### src/rtl/core/gpre_pkg.sv
// ----------------------------------------------------------------------------
// GPIO port engine package
// Command codes, the command item, the per-port register word and the
// control group passed between the command unit and the line router.
// ----------------------------------------------------------------------------
`default_nettype none

package gpre_pkg;

	// Command codes carried in the input tuser.
	typedef enum logic [2:0] {
		CMD_GET    = 3'd0,
		CMD_SET    = 3'd1,
		CMD_CONFIG = 3'd2,
		CMD_IRQ    = 3'd3,
		CMD_DELAY  = 3'd4
	} cmd_t;

	// One command item; the command code sits in the lowest bits.
	typedef struct packed {
		logic        rising_edge;
		logic        irq_enable;
		logic [1:0]  pull;
		logic [1:0]  speed;
		logic        open_drain;
		logic [3:0]  alt_func;
		logic [1:0]  mode;
		logic [15:0] value;
		logic [15:0] mask;
		logic [3:0]  pin;
		logic [2:0]  port;
		cmd_t        cmd;
	} item_t;

	// All registers of one port, held as one memory word.
	typedef struct packed {
		logic [15:0] out_levels;
		logic [63:0] altfunc;
		logic [31:0] pull;
		logic [31:0] speed;
		logic [15:0] otype;
		logic [31:0] mode;
	} port_word_t;

	// Decisions taken by the command unit for one item.
	typedef struct packed {
		logic wr_en;
		logic err;
		logic clk_en;
		logic irq_en;
	} ctl_t;

	localparam int ITEM_W = $bits(item_t);

	// Pin mode code that selects the output latch on a read.
	localparam logic [1:0] MODE_OUTPUT = 2'b01;

	// Clock enable bit used by each port.
	localparam logic [2:0] CLK_BIT_OF_PORT [8] = '{
		3'd0, 3'd1, 3'd2, 3'd3, 3'd4, 3'd6, 3'd7, 3'd5
	};

endpackage

`default_nettype wire

### src/rtl/core/gpio_port_register_engine_core.sv
// Read path: the memory read started at the command transfer edge is ready in
// stage one; the result enters the output register as stage one advances.
// Throughput: one command per cycle unless the output register stalls, via the
// single read-modify-write path of the port memory, with forwarding of a word
// written back at the read edge.
// Reset: asynchronous; clears valid bits, clock enables and line router at once.
// ----------------------------------------------------------------------------
// GPIO port register engine
// Command stream in, one result per command out; port registers live in a
// one-word-per-port memory read in stage one and written back on issue.
// ----------------------------------------------------------------------------
`default_nettype none

module gpio_port_register_engine_core
	import gpre_pkg::*;
#(
	parameter int NUM_PORTS     = 8,
	parameter int PINS_PER_PORT = 16
) (
	input  wire logic        clk,
	input  wire logic        arst_n,
	input  wire logic        s_tvalid,
	output logic             s_tready,
	// port[2:0], pin[6:3], mask[22:7], value[38:23], mode[40:39],
	// alt_func[44:41], open_drain[45], speed[47:46], pull[49:48],
	// irq_enable[50], rising_edge[51], zero padding[55:52]
	input  wire logic [55:0] s_tdata,
	// cmd[2:0]
	input  wire logic [2:0]  s_tuser,
	output logic             m_tvalid,
	input  wire logic        m_tready,
	// read_data[15:0], clocks_on[23:16]
	output logic [23:0]      m_tdata,
	// error[0]
	output logic [0:0]       m_tuser
);

	localparam int AW = (NUM_PORTS > 1) ? $clog2(NUM_PORTS) : 1;

	item_t       item_in;
	item_t       item_s1;
	logic        s1_valid_q;
	logic        accept;
	logic        advance;
	logic        in_port_ok;
	port_word_t  ram_rd;
	port_word_t  cur_word;
	port_word_t  new_word;
	port_word_t  fwd_word_q;
	logic        fwd_hit_s1;
	logic [15:0] read_data;
	logic [7:0]  clocks_next;
	ctl_t        ctl;
	logic        m_tvalid_q;
	logic [23:0] m_tdata_q;
	logic        m_err_q;

	assign item_in    = item_t'({s_tdata[ITEM_W-4:0], s_tuser});
	assign in_port_ok = 5'(item_in.port) < 5'(NUM_PORTS);

	// Pipeline handshake: stage one moves on when the output register is free.
	assign advance  = s1_valid_q && (!m_tvalid_q || m_tready);
	assign s_tready = !s1_valid_q || advance;
	assign accept   = s_tvalid && s_tready;

	gpre_port_ram #(
		.DEPTH (NUM_PORTS),
		.AW    (AW)
	) u_ram (
		.clk     (clk),
		.arst_n  (arst_n),
		.rd_en   (accept && in_port_ok),
		.rd_addr (AW'(item_in.port)),
		.rd_data (ram_rd),
		.wr_en   (advance && ctl.wr_en),
		.wr_addr (AW'(item_s1.port)),
		.wr_data (new_word)
	);

	// A word written back in the cycle of the read overrides the memory data.
	assign cur_word = fwd_hit_s1 ? fwd_word_q : ram_rd;

	gpre_cmd_exec #(
		.NUM_PORTS     (NUM_PORTS),
		.PINS_PER_PORT (PINS_PER_PORT)
	) u_exec (
		.item      (item_s1),
		.cur_word  (cur_word),
		.new_word  (new_word),
		.read_data (read_data),
		.ctl       (ctl)
	);

	gpre_exti u_exti (
		.clk         (clk),
		.arst_n      (arst_n),
		.upd         (advance),
		.ctl         (ctl),
		.item        (item_s1),
		.clocks_next (clocks_next)
	);

	// Stage one payload and forwarded word.
	always_ff @(posedge clk) begin
		if (accept) begin
			item_s1    <= item_in;
			fwd_word_q <= new_word;
		end
	end

	// Stage one control.
	always_ff @(posedge clk or negedge arst_n) begin
		if (!arst_n) begin
			s1_valid_q <= 1'b0;
			fwd_hit_s1 <= 1'b0;
		end else begin
			if (accept) begin
				s1_valid_q <= 1'b1;
				fwd_hit_s1 <= advance && ctl.wr_en && (item_in.port == item_s1.port);
			end else if (advance) begin
				s1_valid_q <= 1'b0;
			end
		end
	end

	// Output register payload.
	always_ff @(posedge clk) begin
		if (advance) begin
			m_tdata_q <= {clocks_next, read_data};
			m_err_q   <= ctl.err;
		end
	end

	// Output register valid.
	always_ff @(posedge clk or negedge arst_n) begin
		if (!arst_n) begin
			m_tvalid_q <= 1'b0;
		end else if (advance) begin
			m_tvalid_q <= 1'b1;
		end else if (m_tready) begin
			m_tvalid_q <= 1'b0;
		end
	end

	assign m_tvalid   = m_tvalid_q;
	assign m_tdata    = m_tdata_q;
	assign m_tuser[0] = m_err_q;

endmodule

`default_nettype wire

### src/rtl/core/gpre_port_ram.sv
// ----------------------------------------------------------------------------
// GPIO port register memory
// One word per port, one registered read port and one write port. Per-entry
// valid bits make never-written entries read as zero after reset.
// ----------------------------------------------------------------------------
`default_nettype none

module gpre_port_ram
	import gpre_pkg::*;
#(
	parameter int DEPTH = 8,
	parameter int AW    = 3
) (
	input  wire logic       clk,
	input  wire logic       arst_n,
	input  wire logic       rd_en,
	input  wire logic [AW-1:0] rd_addr,
	output port_word_t      rd_data,
	input  wire logic       wr_en,
	input  wire logic [AW-1:0] wr_addr,
	input  wire port_word_t wr_data
);

	port_word_t mem [DEPTH];
	port_word_t rd_word_q;
	logic [DEPTH-1:0] vld_q;
	logic rd_vld_q;

	// Write port.
	always_ff @(posedge clk) begin
		if (wr_en) begin
			mem[wr_addr] <= wr_data;
		end
	end

	// Registered read of the word.
	always_ff @(posedge clk) begin
		if (rd_en) begin
			rd_word_q <= mem[rd_addr];
		end
	end

	// Valid bits and the registered valid flag of the read.
	always_ff @(posedge clk or negedge arst_n) begin
		if (!arst_n) begin
			vld_q    <= '0;
			rd_vld_q <= 1'b0;
		end else begin
			if (rd_en) begin
				rd_vld_q <= vld_q[rd_addr];
			end
			if (wr_en) begin
				vld_q[wr_addr] <= 1'b1;
			end
		end
	end

	assign rd_data = rd_vld_q ? rd_word_q : '0;

endmodule

`default_nettype wire

### src/rtl/core/gpre_cmd_exec.sv
// ----------------------------------------------------------------------------
// GPIO port command unit
// Decodes one command against its port word: builds the new word, the read
// levels and the control group for write-back, clocks and line routing.
// ----------------------------------------------------------------------------
`default_nettype none

module gpre_cmd_exec
	import gpre_pkg::*;
#(
	parameter int NUM_PORTS     = 8,
	parameter int PINS_PER_PORT = 16
) (
	input  wire item_t      item,
	input  wire port_word_t cur_word,
	output port_word_t  new_word,
	output logic [15:0] read_data,
	output ctl_t        ctl
);

	localparam logic [15:0] PIN_MASK = 16'((17'd1 << PINS_PER_PORT) - 17'd1);

	logic        port_ok;
	logic        pin_ok;
	logic [4:0]  idx2;
	logic [5:0]  idx4;
	logic [15:0] out_mode;
	logic [15:0] set_mask;

	assign port_ok  = 5'(item.port) < 5'(NUM_PORTS);
	assign pin_ok   = 5'(item.pin) < 5'(PINS_PER_PORT);
	assign idx2     = {item.pin, 1'b0};
	assign idx4     = {item.pin, 2'b00};
	assign set_mask = item.mask & PIN_MASK;

	// Pins in output mode read back their latch.
	always_comb begin
		for (int i = 0; i < 16; i++) begin
			out_mode[i] = (cur_word.mode[2*i +: 2] == MODE_OUTPUT);
		end
	end

	// Command decode and register update.
	always_comb begin
		new_word   = cur_word;
		read_data  = '0;
		ctl        = '0;
		ctl.err    = !port_ok;
		case (item.cmd)
			CMD_GET: begin
				if (port_ok) begin
					read_data = ((cur_word.out_levels & out_mode) |
						(item.value & ~out_mode)) & PIN_MASK;
				end
			end
			CMD_SET: begin
				if (port_ok) begin
					new_word.out_levels = (cur_word.out_levels & ~set_mask) |
						(item.value & set_mask);
					ctl.wr_en = 1'b1;
				end
			end
			CMD_CONFIG: begin
				if (port_ok) begin
					ctl.clk_en = 1'b1;
					if (pin_ok) begin
						new_word.mode[idx2 +: 2]    = item.mode;
						new_word.otype[item.pin]    = item.open_drain;
						new_word.speed[idx2 +: 2]   = item.speed;
						new_word.pull[idx2 +: 2]    = item.pull;
						new_word.altfunc[idx4 +: 4] = item.alt_func;
						ctl.wr_en = 1'b1;
					end
				end
			end
			CMD_IRQ: begin
				if (port_ok) begin
					ctl.clk_en = 1'b1;
					ctl.irq_en = 1'b1;
				end
			end
			CMD_DELAY: begin
				new_word = cur_word;
			end
			default: begin
				ctl.err = 1'b1;
			end
		endcase
	end

endmodule

`default_nettype wire

### src/rtl/core/gpre_exti.sv
// ----------------------------------------------------------------------------
// GPIO clock enable and external line router
// Holds the port clock enables and the per-line source, mask and edge
// trigger registers.
// ----------------------------------------------------------------------------
`default_nettype none

module gpre_exti
	import gpre_pkg::*;
(
	input  wire logic  clk,
	input  wire logic  arst_n,
	input  wire logic  upd,
	input  wire ctl_t  ctl,
	input  wire item_t item,
	output logic [7:0] clocks_next
);

	logic [7:0]  clk_en_q;
	logic [3:0]  line_source_q [16];
	logic [15:0] line_mask_q;
	logic [15:0] rise_trigger_q;
	logic [15:0] fall_trigger_q;

	// Clock enables after the current command.
	assign clocks_next = ctl.clk_en ?
		(clk_en_q | (8'd1 << CLK_BIT_OF_PORT[item.port])) : clk_en_q;

	always_ff @(posedge clk or negedge arst_n) begin
		if (!arst_n) begin
			clk_en_q       <= '0;
			line_mask_q    <= '0;
			rise_trigger_q <= '0;
			fall_trigger_q <= '0;
			for (int i = 0; i < 16; i++) begin
				line_source_q[i] <= '0;
			end
		end else if (upd) begin
			clk_en_q <= clocks_next;
			if (ctl.irq_en) begin
				line_source_q[item.pin] <= 4'(item.port);
				line_mask_q[item.pin]   <= item.irq_enable;
				if (item.rising_edge) begin
					rise_trigger_q[item.pin] <= item.irq_enable;
				end else begin
					fall_trigger_q[item.pin] <= item.irq_enable;
				end
			end
		end
	end

endmodule

`default_nettype wire

### config.mk
export PLATFORM = sky130hd
export DESIGN_NAME = gpio_port_register_engine_core
export DESIGN_NICKNAME = d
export VERILOG_FILES = /design/src/rtl/core/gpre_pkg.sv /design/src/rtl/core/gpio_port_register_engine_core.sv /design/src/rtl/core/gpre_port_ram.sv /design/src/rtl/core/gpre_cmd_exec.sv /design/src/rtl/core/gpre_exti.sv
export SDC_FILE = /design/constraint.sdc
export NUM_CORES = 1
export LEC_CHECK = 0
export ABC_AREA = 1
export ABC_CLOCK_PERIOD_IN_PS = 7700
export BUFFER_PORTS_ARGS = -buffer_cell sky130_fd_sc_hd__buf_4
export CAP_MARGIN = 15
export CORE_MARGIN = 1
export CORE_UTILIZATION = 40
export CTS_BUF_LIST = sky130_fd_sc_hd__clkbuf_2 sky130_fd_sc_hd__clkbuf_4 sky130_fd_sc_hd__clkbuf_8
export CTS_CLUSTER_DIAMETER = 50
export DETAILED_ROUTE_END_ITERATION = 12
export PLACE_DENSITY = 0.52
export RECOVER_POWER = 100
export REMOVE_ABC_BUFFERS = 1
export SLEW_MARGIN = 20
export SYNTH_ARGS = -nofsm -noshare
export SYNTH_HDL_FRONTEND = slang
export SYNTH_SLANG_ARGS = --single-unit
### constraint.sdc
create_clock -name clk -period 7.7 [get_ports clk]
set_input_delay 0.77 -clock clk [delete_from_list [all_inputs] [get_ports clk]]
set_output_delay 0.77 -clock clk [all_outputs]
set_load 0.05 [all_outputs]
### Yosys cells after proc, flatten, opt, wreduce, memory -nomap -nowiden

Memory sizes are Yosys's and may differ from the RTL's. A register that Yosys moved wholly into a read port is not among the register bits.
Cells that the tools add are included.

| operators by class | value |
|---|---|
| bitwise logic cells | 11 |
| mux-type cells | 27 |
| add/subtract/negate cells | 2 |
| equal/unequal tests | 21 |
| reduce and logical (&&, ||, !) cells | 16 |
| magnitude comparators | 6 |
| shift-type cells | 7 |

Operators with widths:

| cell | number |
|---|---|
| $mux 192 | 2 |
| $mux 176 | 1 |
| $bwmux 32 | 3 |
| $shiftx 2x7->32 | 3 |
| $and 16x16->16 | 4 |
| $bwmux 64 | 1 |
| $shift 4x8->64 const A | 1 |
| $shiftx 4x8->64 | 1 |
| $eq 2x1->1 const B | 16 |
| $not 16->16 | 2 |
| $or 16x16->16 | 2 |
| $shift 2x7->32 const A | 1 |
| $bwmux 16 | 1 |
| $mux 16 | 1 |
| $or 8x8->8 | 2 |
| $mux 1 | 12 |
| $lt 3x4->1 const B | 2 |
| $mux 8 | 1 |
| $neg 6->8 | 1 |
| $shl 1x3->8 const A | 1 |
| $neg 5->7 | 1 |
| $eq 3x2->1 const B | 2 |
| $logic_and 1x1->1 | 6 |
| $mux 3 | 2 |
| 17 further kinds | 21 |

| word-level totals | value |
|---|---|
| input port bits | 63 |
| output and inout bits | 27 |
| ROM bits | 24 |
| logic and storage cells | 117 |
| register bits after elaboration | 290 |
| memories kept | 2 |
| RAM bits | 1,536 |

Memories:

| memory | words | bits a word | rd ports | clocked after Yosys merged registers in | wr ports | RTL line | source |
|---|---|---|---|---|---|---|---|
| u_ram.mem | 8 | 192 | 1 | 1 | 1 | gpre_port_ram.sv:24 | `port_word_t mem [DEPTH];` |
| (name not given) | 8 | 3 | 1 | 0 | 0 | gpre_exti.sv:27 | `(clk_en_q \| (8'd1 << CLK_BIT_OF_PORT[item.port])) : clk_en_q;` |

### Depth between registers and ports, before layout

Gate-level depths: netlist of run 1.

| logic depth | value |
|---|---|
| depth after elaboration | 7 |
| depth in mapped cells | 11 |
| gate-level depth less buffers | 11 |

### Modules after synthesis

A second synthesis of run 1 with hierarchy kept.

| second synthesis, totals | value |
|---|---|
| cell total of the unflattened synthesis | 6,613 |
| area, all modules | 82,243.9 µm² |

By module, submodules not included:

| module | seq. area each (µm²) | area an instance (µm²) | cells an instance | instances |
|---|---|---|---|---|
| gpre_port_ram | 52,115.0 | 67,262.0 | 5,183 | 1 |
| gpio_port_register_engine_core | 8,242.9 | 10,736.5 | 518 | 1 |
| gpre_cmd_exec | 0.0 | 3,860.0 | 866 | 1 |
| gpre_exti | 200.2 | 385.4 | 46 | 1 |

### Worst setup path after synthesis of run 1

Ideal clock, no wire load.

| timing | value |
|---|---|
| path kind | input to register |
| from | input m_tready |
| to | register fwd_word_q[0] (netlist bit), enable pin |
| stages | 4 |
| path slack | 3.034 ns |
| arrival | 4.172 ns |
| path buffers | 0 |
| required time | 7.206 ns |
| library setup time | 0.494 ns |
| cell sequence | inv_1 -> nand3_1 -> nand2_1 -> inv_1 |

| between the ends | value |
|---|---|
| longest elaborated chain between the ends | 4 |

RTL lines:

| element | RTL line | source |
|---|---|---|
| start, declared | gpio_port_register_engine_core.sv:31 | `input wire logic m_tready,` |
| $logic_or 1x1->1 | gpio_port_register_engine_core.sv:62 | `assign advance = s1_valid_q && (!m_tvalid_q \|\| m_tready);` |
| $logic_and 1x1->1 | gpio_port_register_engine_core.sv:62 |  |
| $logic_or 1x1->1 | gpio_port_register_engine_core.sv:63 | `assign s_tready = !s1_valid_q \|\| advance;` |
| via s_tready | gpio_port_register_engine_core.sv:23 | `output logic s_tready,` |
| $logic_and 1x1->1 | gpio_port_register_engine_core.sv:64 | `assign accept = s_tvalid && s_tready;` |
| via accept | gpio_port_register_engine_core.sv:43 | `logic accept;` |
| end signal, assigned | gpio_port_register_engine_core.sv:107 | `fwd_word_q <= new_word;` |
| end, declared | gpio_port_register_engine_core.sv:49 | `port_word_t fwd_word_q;` |

The timed path passes the listed nets, and every way through them passes these cells.
A chain may end at the register's enable or synchronous reset.

### Worst setup path after layout of run 1

| timing | value |
|---|---|
| from | register item_s1[1] (netlist bit) |
| to | memory u_ram.mem[3][5] (netlist bit), enable pin |

| between the ends | value |
|---|---|
| longest elaborated chain between the ends | 6 |
| elaborated cells on any way between the ends | 7 |
| those cells by class | 2 x eq/ne; 3 x mux; 2 x reduce/logical |

RTL lines:

| element | RTL line | source |
|---|---|---|
| start, declared | gpio_port_register_engine_core.sv:41 | `item_t item_s1;` |
| start signal, assigned | gpio_port_register_engine_core.sv:106 | `item_s1 <= item_in;` |
| $eq 3x2->1 / $eq 3x1->1 (equally long branches) | gpre_cmd_exec.sv:49 | `case (item.cmd)` |
| $reduce_or 2->1 (no source line) * | - |  |
| $mux 1 * | - |  |
| $logic_and 1x1->1 * | gpio_port_register_engine_core.sv:75 | `.wr_en (advance && ctl.wr_en),` |
| $mux 1 * | gpre_port_ram.sv:31 | `if (wr_en) begin` |
| $mux 1 (not written as such) * | gpre_port_ram.sv:32 | `mem[wr_addr] <= wr_data;` |
| end, declared | gpre_port_ram.sv:24 |  |

Mark *: on every way between the ends. The rest lies on a longest branch, timed or not.

==> results of run 1 <==
## area by class of cell
cell class,count,area share (%)
diodes,1,0.00973
clock buffers,133,6.36
clock inverters,29,0.511
inverters,73,1.10
multi-input cells,1165,20.1
flip-flops and latches,569,66.1
well taps,756,3.68
repair buffers,94,2.19
## cells in the final DEF, fill, tap and decap left out, types with 2 or more instances in the layout
cell type	netlist	layout
xor2_1	3	3
clkbuf_1	39	37
nand2_1	355	355
nand3_1	38	39
nand2_2	2	2
o211ai_1	2	2
a31o_2	2	2
inv_1	68	67
clkinv_2	0	8
nand3b_1	2	2
clkbuf_2	0	4
edfxtp_1	549	549
o21ai_1	112	71
a22oi_1	21	21
clkbuf_8	0	102
inv_6	0	3
nor2_1	357	354
a21oi_1	23	24
o21bai_1	6	6
inv_2	4	3
nor2_4	3	6
clkinv_1	1	19
o21ai_0	215	256
dfrtp_1	20	20
clkbuf_4	0	68
nand4_1	4	4
buf_4	7	14
ha_1	4	4
or2_1	2	2
o21a_1	6	6
## report_power, final
group | switching, µW | leakage, µW | total (µW) | internal, µW
Clock | 1170 | 0.000942 | 2530 | 1360
Combinational | 471 | 0.00285 | 601 | 129
Sequential | 41.0 | 0.00539 | 3660 | 3620
Total | 1690 | 0.00918 | 6800 | 5110
## flip-flops by register name, indices dropped and copies added (netlist names)
| register | cells |
|---|---|
| m_tvalid | 1 |
| m_tdata | 24 |
| u_ram.rd_vld_q | 1 |
| u_ram.rd_word_q | 48 |
| u_ram.vld_q | 8 |
| fwd_hit_s1 | 1 |
| m_tuser | 1 |
| u_exti.clk_en_q | 8 |
| s1_valid_q | 1 |
| item_s1 | 44 |
| fwd_word_q | 48 |
| u_ram.mem | 384 |
## through the flow
stage	setup WS (ns)	hold WS, ns	cells	power, µW	area (µm²)
final	2.62	0.291	2820	6800	25700
after CTS	4.48	0.206	2819	6890	25900
after floorplan	3.03	0.428	1807	4090	22400
after detailed placement	4.50	0.453	2656	4350	24100
after global routing	2.21	0.242	2820	7070	25700
after global placement	4.53	0.446	2656	4340	24100
## metal layers
metal	track usage, %	vias to the layer above	routed length, µm
met5	0	-	0
met3	3.46	105	2300
met4	5.96	0	1290
met2	31.4	316	25700
met1	25.4	6995	25600
li1	-	6859	-
## cell families (layout without fill, tap and decap cells)
logic type                 Yosys count  count (layout)  synth area share [%]
AOI/OAI and AO/OA                  389             389                  8.94
xor gates and xnor gates             3               3                 0.114
adders and majority gates            4               4                 0.218
buffers and inverters              165             329                  3.66
DFF                                569             569                  73.9
other                                0               1                     0
and+or+nand+nor                    769             769                  13.2
## final timing paths
check                           slack (ns)  depth (start not counted)               to
worst max-delay path                  2.62                          6  u_ram.mem[3][5]
max in group asynchronous             6.13                          2       s1_valid_q
worst max register to register        2.62                          6  u_ram.mem[3][5]
worst min-delay path                  0.29                          1      item_s1[18]
worst min register to register        0.46                          2   u_ram.vld_q[1]
min in group asynchronous             0.87                          2   u_ram.vld_q[1]
==> flow_metrics.tcl, run 1 <==
set metrics [dict create \
    crit_fanout 44 \
    path_buf_inv 3 \
    cts_setup_buffers 0 \
    core_area_um2 56600 \
    yosysMostFrequentCell "edfxtp_1" \
    nets 2067 \
    fillers 5248 \
    ios 90 \
    synth_area_um2 23000 \
    p_leak_uw 0.00918 \
    crit_family "buffers and inverters" \
    fin_util_pct 45.4 \
    finalCriticalPeriod_ns 5.08 \
    clk_latency_ns 0.68 \
    final.period_utilization_pct 66.0 \
    die_h_um 242 \
    seqCellArea_um2 17000 \
    clk_pin_slew_worst_paths_ns 0.06 \
    max_slew_margin_pct -183 \
    cp-start-kind "register" \
    violations "capacitance limit, slew limit" \
    cts-resized-gates 0 \
    r2r-start "item_s1[1]" \
    ys_warn_count 0 \
    cap_violations 11 \
    synth_top_area_cell "edfxtp_1" \
    grt_overflow 0 \
    viasPerCell 5.06 \
    grt_pass1_wl_mm 84.1 \
    clock-skew-final_ns 0.0300 \
    critPathMaxStageDelay_ns 1.36 \
    ys_ff_latch 569 \
    antenna_found_initial 1 \
    cts_root_buf "clkbuf_8" \
    wire_per_inst_um 19.5 \
    pwr_density_cell_nw_per_um2 264 \
    critPathArrivalTime_ns 5.34 \
    dr.pass1.iters 5 \
    start_util_pct 40.6 \
    worstMarginPinSlew_ns 4.25 \
    grt_pass1_vias 14000 \
    crit_type "reg -> reg" \
    syn_inst 1899 \
    synth_top_area_share_pct 71.7 \
    hpwl_mm 26.8 \
    cts_tree "built" \
    synth_commonest_cells "edfxtp_1, nor2_1, nand2_1" \
    htree_num_levels 3 \
    ir_drop_mv 0.115 \
    rows 87 \
    end_kind "register" \
    seq_area_frac_synth_pct 73.9 \
    ctsHoldBuffers 1 \
    hold_path_class "in -> reg" \
    synthTopCellsByArea "edfxtp_1, nor2_1, nand2_1" \
    finalHoldViolCount 0 \
    synth_edf_count 549 \
    cpMaxStageDelayCell "clkbuf_2" \
    routabilityCongestion 0.758 \
    syn_to_final_growth_pct 11.9 \
    setup_viol 0 \
    startpoint "item_s1[1]" \
    critical_path.cell_chain "inv_1 > nand3_1 > a21oi_1 > inv_1 > nor2_1 > clkbuf_2" \
    grt_max_degree 110 \
    die-area_um2 58400 \
    slew_viol_final 519 \
    multiInputGateArea_um2 5160 \
    die_w_um 242 \
    drive_gt1_share_pct 10.6 \
    holdCritStartpoint "s_tdata[15]" \
    yosys_most_used_dff "edfxtp_1" \
    cts_made_buffers 97 \
    cp.required_ns 7.96 \
    drc 0 \
    cp_common_cell "inv_1" \
    via_count 14300 \
    clock-sinks 569 \
    drt_iter0_markers 1146 \
    clock.fmax_ghz 0.197 \
    routed_wl_mm 54.9 \
    rsz0062_at_grt "false" \
    track_usage_pct 19.0 \
    status "complete, but fails checks" \
    clockBufferDepth 3 \
    port_buffers 74 \
    antenna_left 0 \
    fin_setup_tns_ns 0 \
    synth_cell_types 35 \
    ys_async_sr_fraction_pct 3.51 \
    syn_avg_cell_area_um2 12.1 \
]
No activity file was read; power rests on OpenSTA's default activity.
==> run 2: changes to the inputs <==
--- a/config.mk
+++ b/config.mk
@@ -6,7 +6,7 @@
 export NUM_CORES = 1
 export LEC_CHECK = 0
 export ABC_AREA = 1
-export ABC_CLOCK_PERIOD_IN_PS = 7700
+export ABC_CLOCK_PERIOD_IN_PS = 4900
 export BUFFER_PORTS_ARGS = -buffer_cell sky130_fd_sc_hd__buf_4
 export CAP_MARGIN = 15
 export CORE_MARGIN = 1
==> constraint.sdc (replaced) <==
create_clock -name clk -period 4.9 [get_ports clk]
set_input_delay 0.49 -clock clk [delete_from_list [all_inputs] [get_ports clk]]
set_output_delay 0.49 -clock clk [all_outputs]
set_load 0.05 [all_outputs]
==> run 2 against run 1 <==
  * The flow still finishes with violations (capacitance limit, slew limit)
  * First-iteration DRC count is 1.9% lower
  * Clock skew is 0.0090 ns lower
  * Clock-buffer cell count is 1 higher
  * Critical endpoint is now fwd_hit_s1
  * Critical path type is now in -> reg
  * Routed wire length is 1.8% higher
  * Largest cell class unchanged
==> flow_metrics.tcl, run 2 (same netlist as run 1, synthesis figures left out) <==
set metrics [dict create \
    status "complete, but fails checks" \
    violations "capacitance limit, slew limit" \
    via_count 14500 \
    stdcell_count 2866 \
    start_util_pct 40.6 \
    grt_pass1_wl_mm 85.5 \
    critPathArrivalTime_ns 4.39 \
    drt_iter0_markers 1124 \
    cts_made_buffers 97 \
    path_buf_inv 2 \
    wire_per_inst_um 19.5 \
    hold_path_class "in -> reg" \
    crit_type "in -> reg" \
    worstMarginPinSlew_ns 2.81 \
    core_area_um2 56600 \
    ir_drop_mv 0.204 \
    clk_pin_slew_worst_paths_ns 0.06 \
    largest_register_ff_count 384 \
    cpMaxStageDelayCell "clkbuf_1" \
    antenna_found_initial 0 \
    track_usage_pct 19.3 \
    syn_to_final_growth_pct 14.4 \
    pwr_density_cell_nw_per_um2 409 \
    setup_viol 0 \
    p_leak_uw 0.00942 \
    finalCriticalPeriod_ns 3.79 \
    max_slew_margin_pct -87.0 \
    hold_ws_ns 0.0946 \
    finalPower_uw 10800 \
    layout_common_cells "edfxtp_1, nand2_1, nor2_1" \
    slew_viol_final 361 \
    top_register "u_ram.mem" \
    die_w_um 242 \
    crit_family "buffers and inverters" \
    port_buffers 74 \
    antenna_left 0 \
    clk_latency_ns 0.68 \
    routed_wl_mm 55.9 \
    crit_fanout 32 \
    grt_overflow 0 \
    fin_util_pct 46.5 \
    grt_max_degree 130 \
    grt_pass1_vias 14100 \
    final.period_utilization_pct 77.4 \
    cts-resized-gates 0 \
    htree_num_levels 3 \
    nets 2111 \
    r2r-start "item_s1[1]" \
    clock.fmax_ghz 0.264 \
    dr.pass1.iters 5 \
    routabilityCongestion 0.789 \
    rows 87 \
    cp_common_cell "clkbuf_1" \
    cp-start-kind "input port" \
    clockBufferDepth 3 \
    fin_setup_tns_ns 0 \
    layout_commonest_cell "edfxtp_1" \
    holdCritStartpoint "m_tready" \
    die_h_um 242 \
    grt_use_met3_pct 3.56 \
    clock-skew-final_ns 0.0211 \
    clock-sinks 569 \
    critPathMaxStageDelay_ns 2.07 \
    ios 90 \
    cts_tree "built" \
    diodes 0 \
    cts_root_buf "clkbuf_8" \
    place_inst 2659 \
    critical_path.cell_chain "clkbuf_1 > clkbuf_1 > xor2_1 > nor3_2 > nand3_1 > nand2_1" \
    startpoint "s_tdata[2]" \
    hpwl_mm 28.3 \
    busiest_layer "met2" \
    reg_top3 "u_ram.mem x384, fwd_word_q x48, u_ram.rd_word_q x48" \
    drc 0 \
    cap_violations 8 \
    viasPerCell 5.06 \
    cp.required_ns 5.50 \
    end_kind "register" \
    rsz0062_at_grt "false" \
    die-area_um2 58400 \
    grtUsageMet2_pct 31.3 \
    cts_setup_buffers 0 \
    finalHoldViolCount 0 \
    grtUsageMet1_pct 26.2 \
    drive_gt1_share_pct 11.0 \
]
run 2: final timing paths:
kind | to | slack, ns | depth (start not counted)
setup / recovery | fwd_hit_s1 | 1.11 | 6
hold / removal | m_tvalid | 0.09 | 4
setup reg to reg | u_ram.mem[6][188] | 1.15 | 6
hold reg to reg | u_ram.vld_q[6] | 0.47 | 1
max in group asynchronous | fwd_hit_s1 | 3.60 | 2
min in group asynchronous | u_exti.clk_en_q[4] | 0.56 | 2
run 2: cell type report:
type	count	area (µm²)
sequential	569	17000
timing repair buffer	138	1090
clock buffer	134	1630
fill	5273	30300
inverter	73	283
tap	756	946
clock inverter	31	165
multi-input combinational	1165	5200
run 2: metal layers:
metal / up-vias / share of wire [%]
li1: 6941 / -
met1: 7114 / 46
met2: 343 / 47
met3: 96 / 4.7
met4: 0 / 2.4
met5: - / 0
run 2: power breakdown:
group / internal, µW / switching (µW)
Sequential: 5690 / 66.7
Clock: 2190 / 1830
Combinational: 234 / 756
Total: 8110 / 2650
run 2: per-stage QoR:
step / area, µm² / worst slack [ns]
finish: 26300 / 1.11
global route: 26300 / 0.937
CTS: 26500 / 1.85
detailed placement: 24300 / 1.86
global placement: 24300 / 1.91
floorplan: 22400 / 0.384
run 2: tightest hold or removal path, delay by kind of cell:
family | cells | cell delay [ns]
buf+inv | 2 | 0.11
simple gates | 2 | 0.12
run 2: timing repair:
| item | in CTS | in global routing |
|---|---|---|
| endpoints found under the hold margin | 61 | 0 |
| setup endpoints to repair | 0 | 0 |
| hold buffers | 42 | 0 |
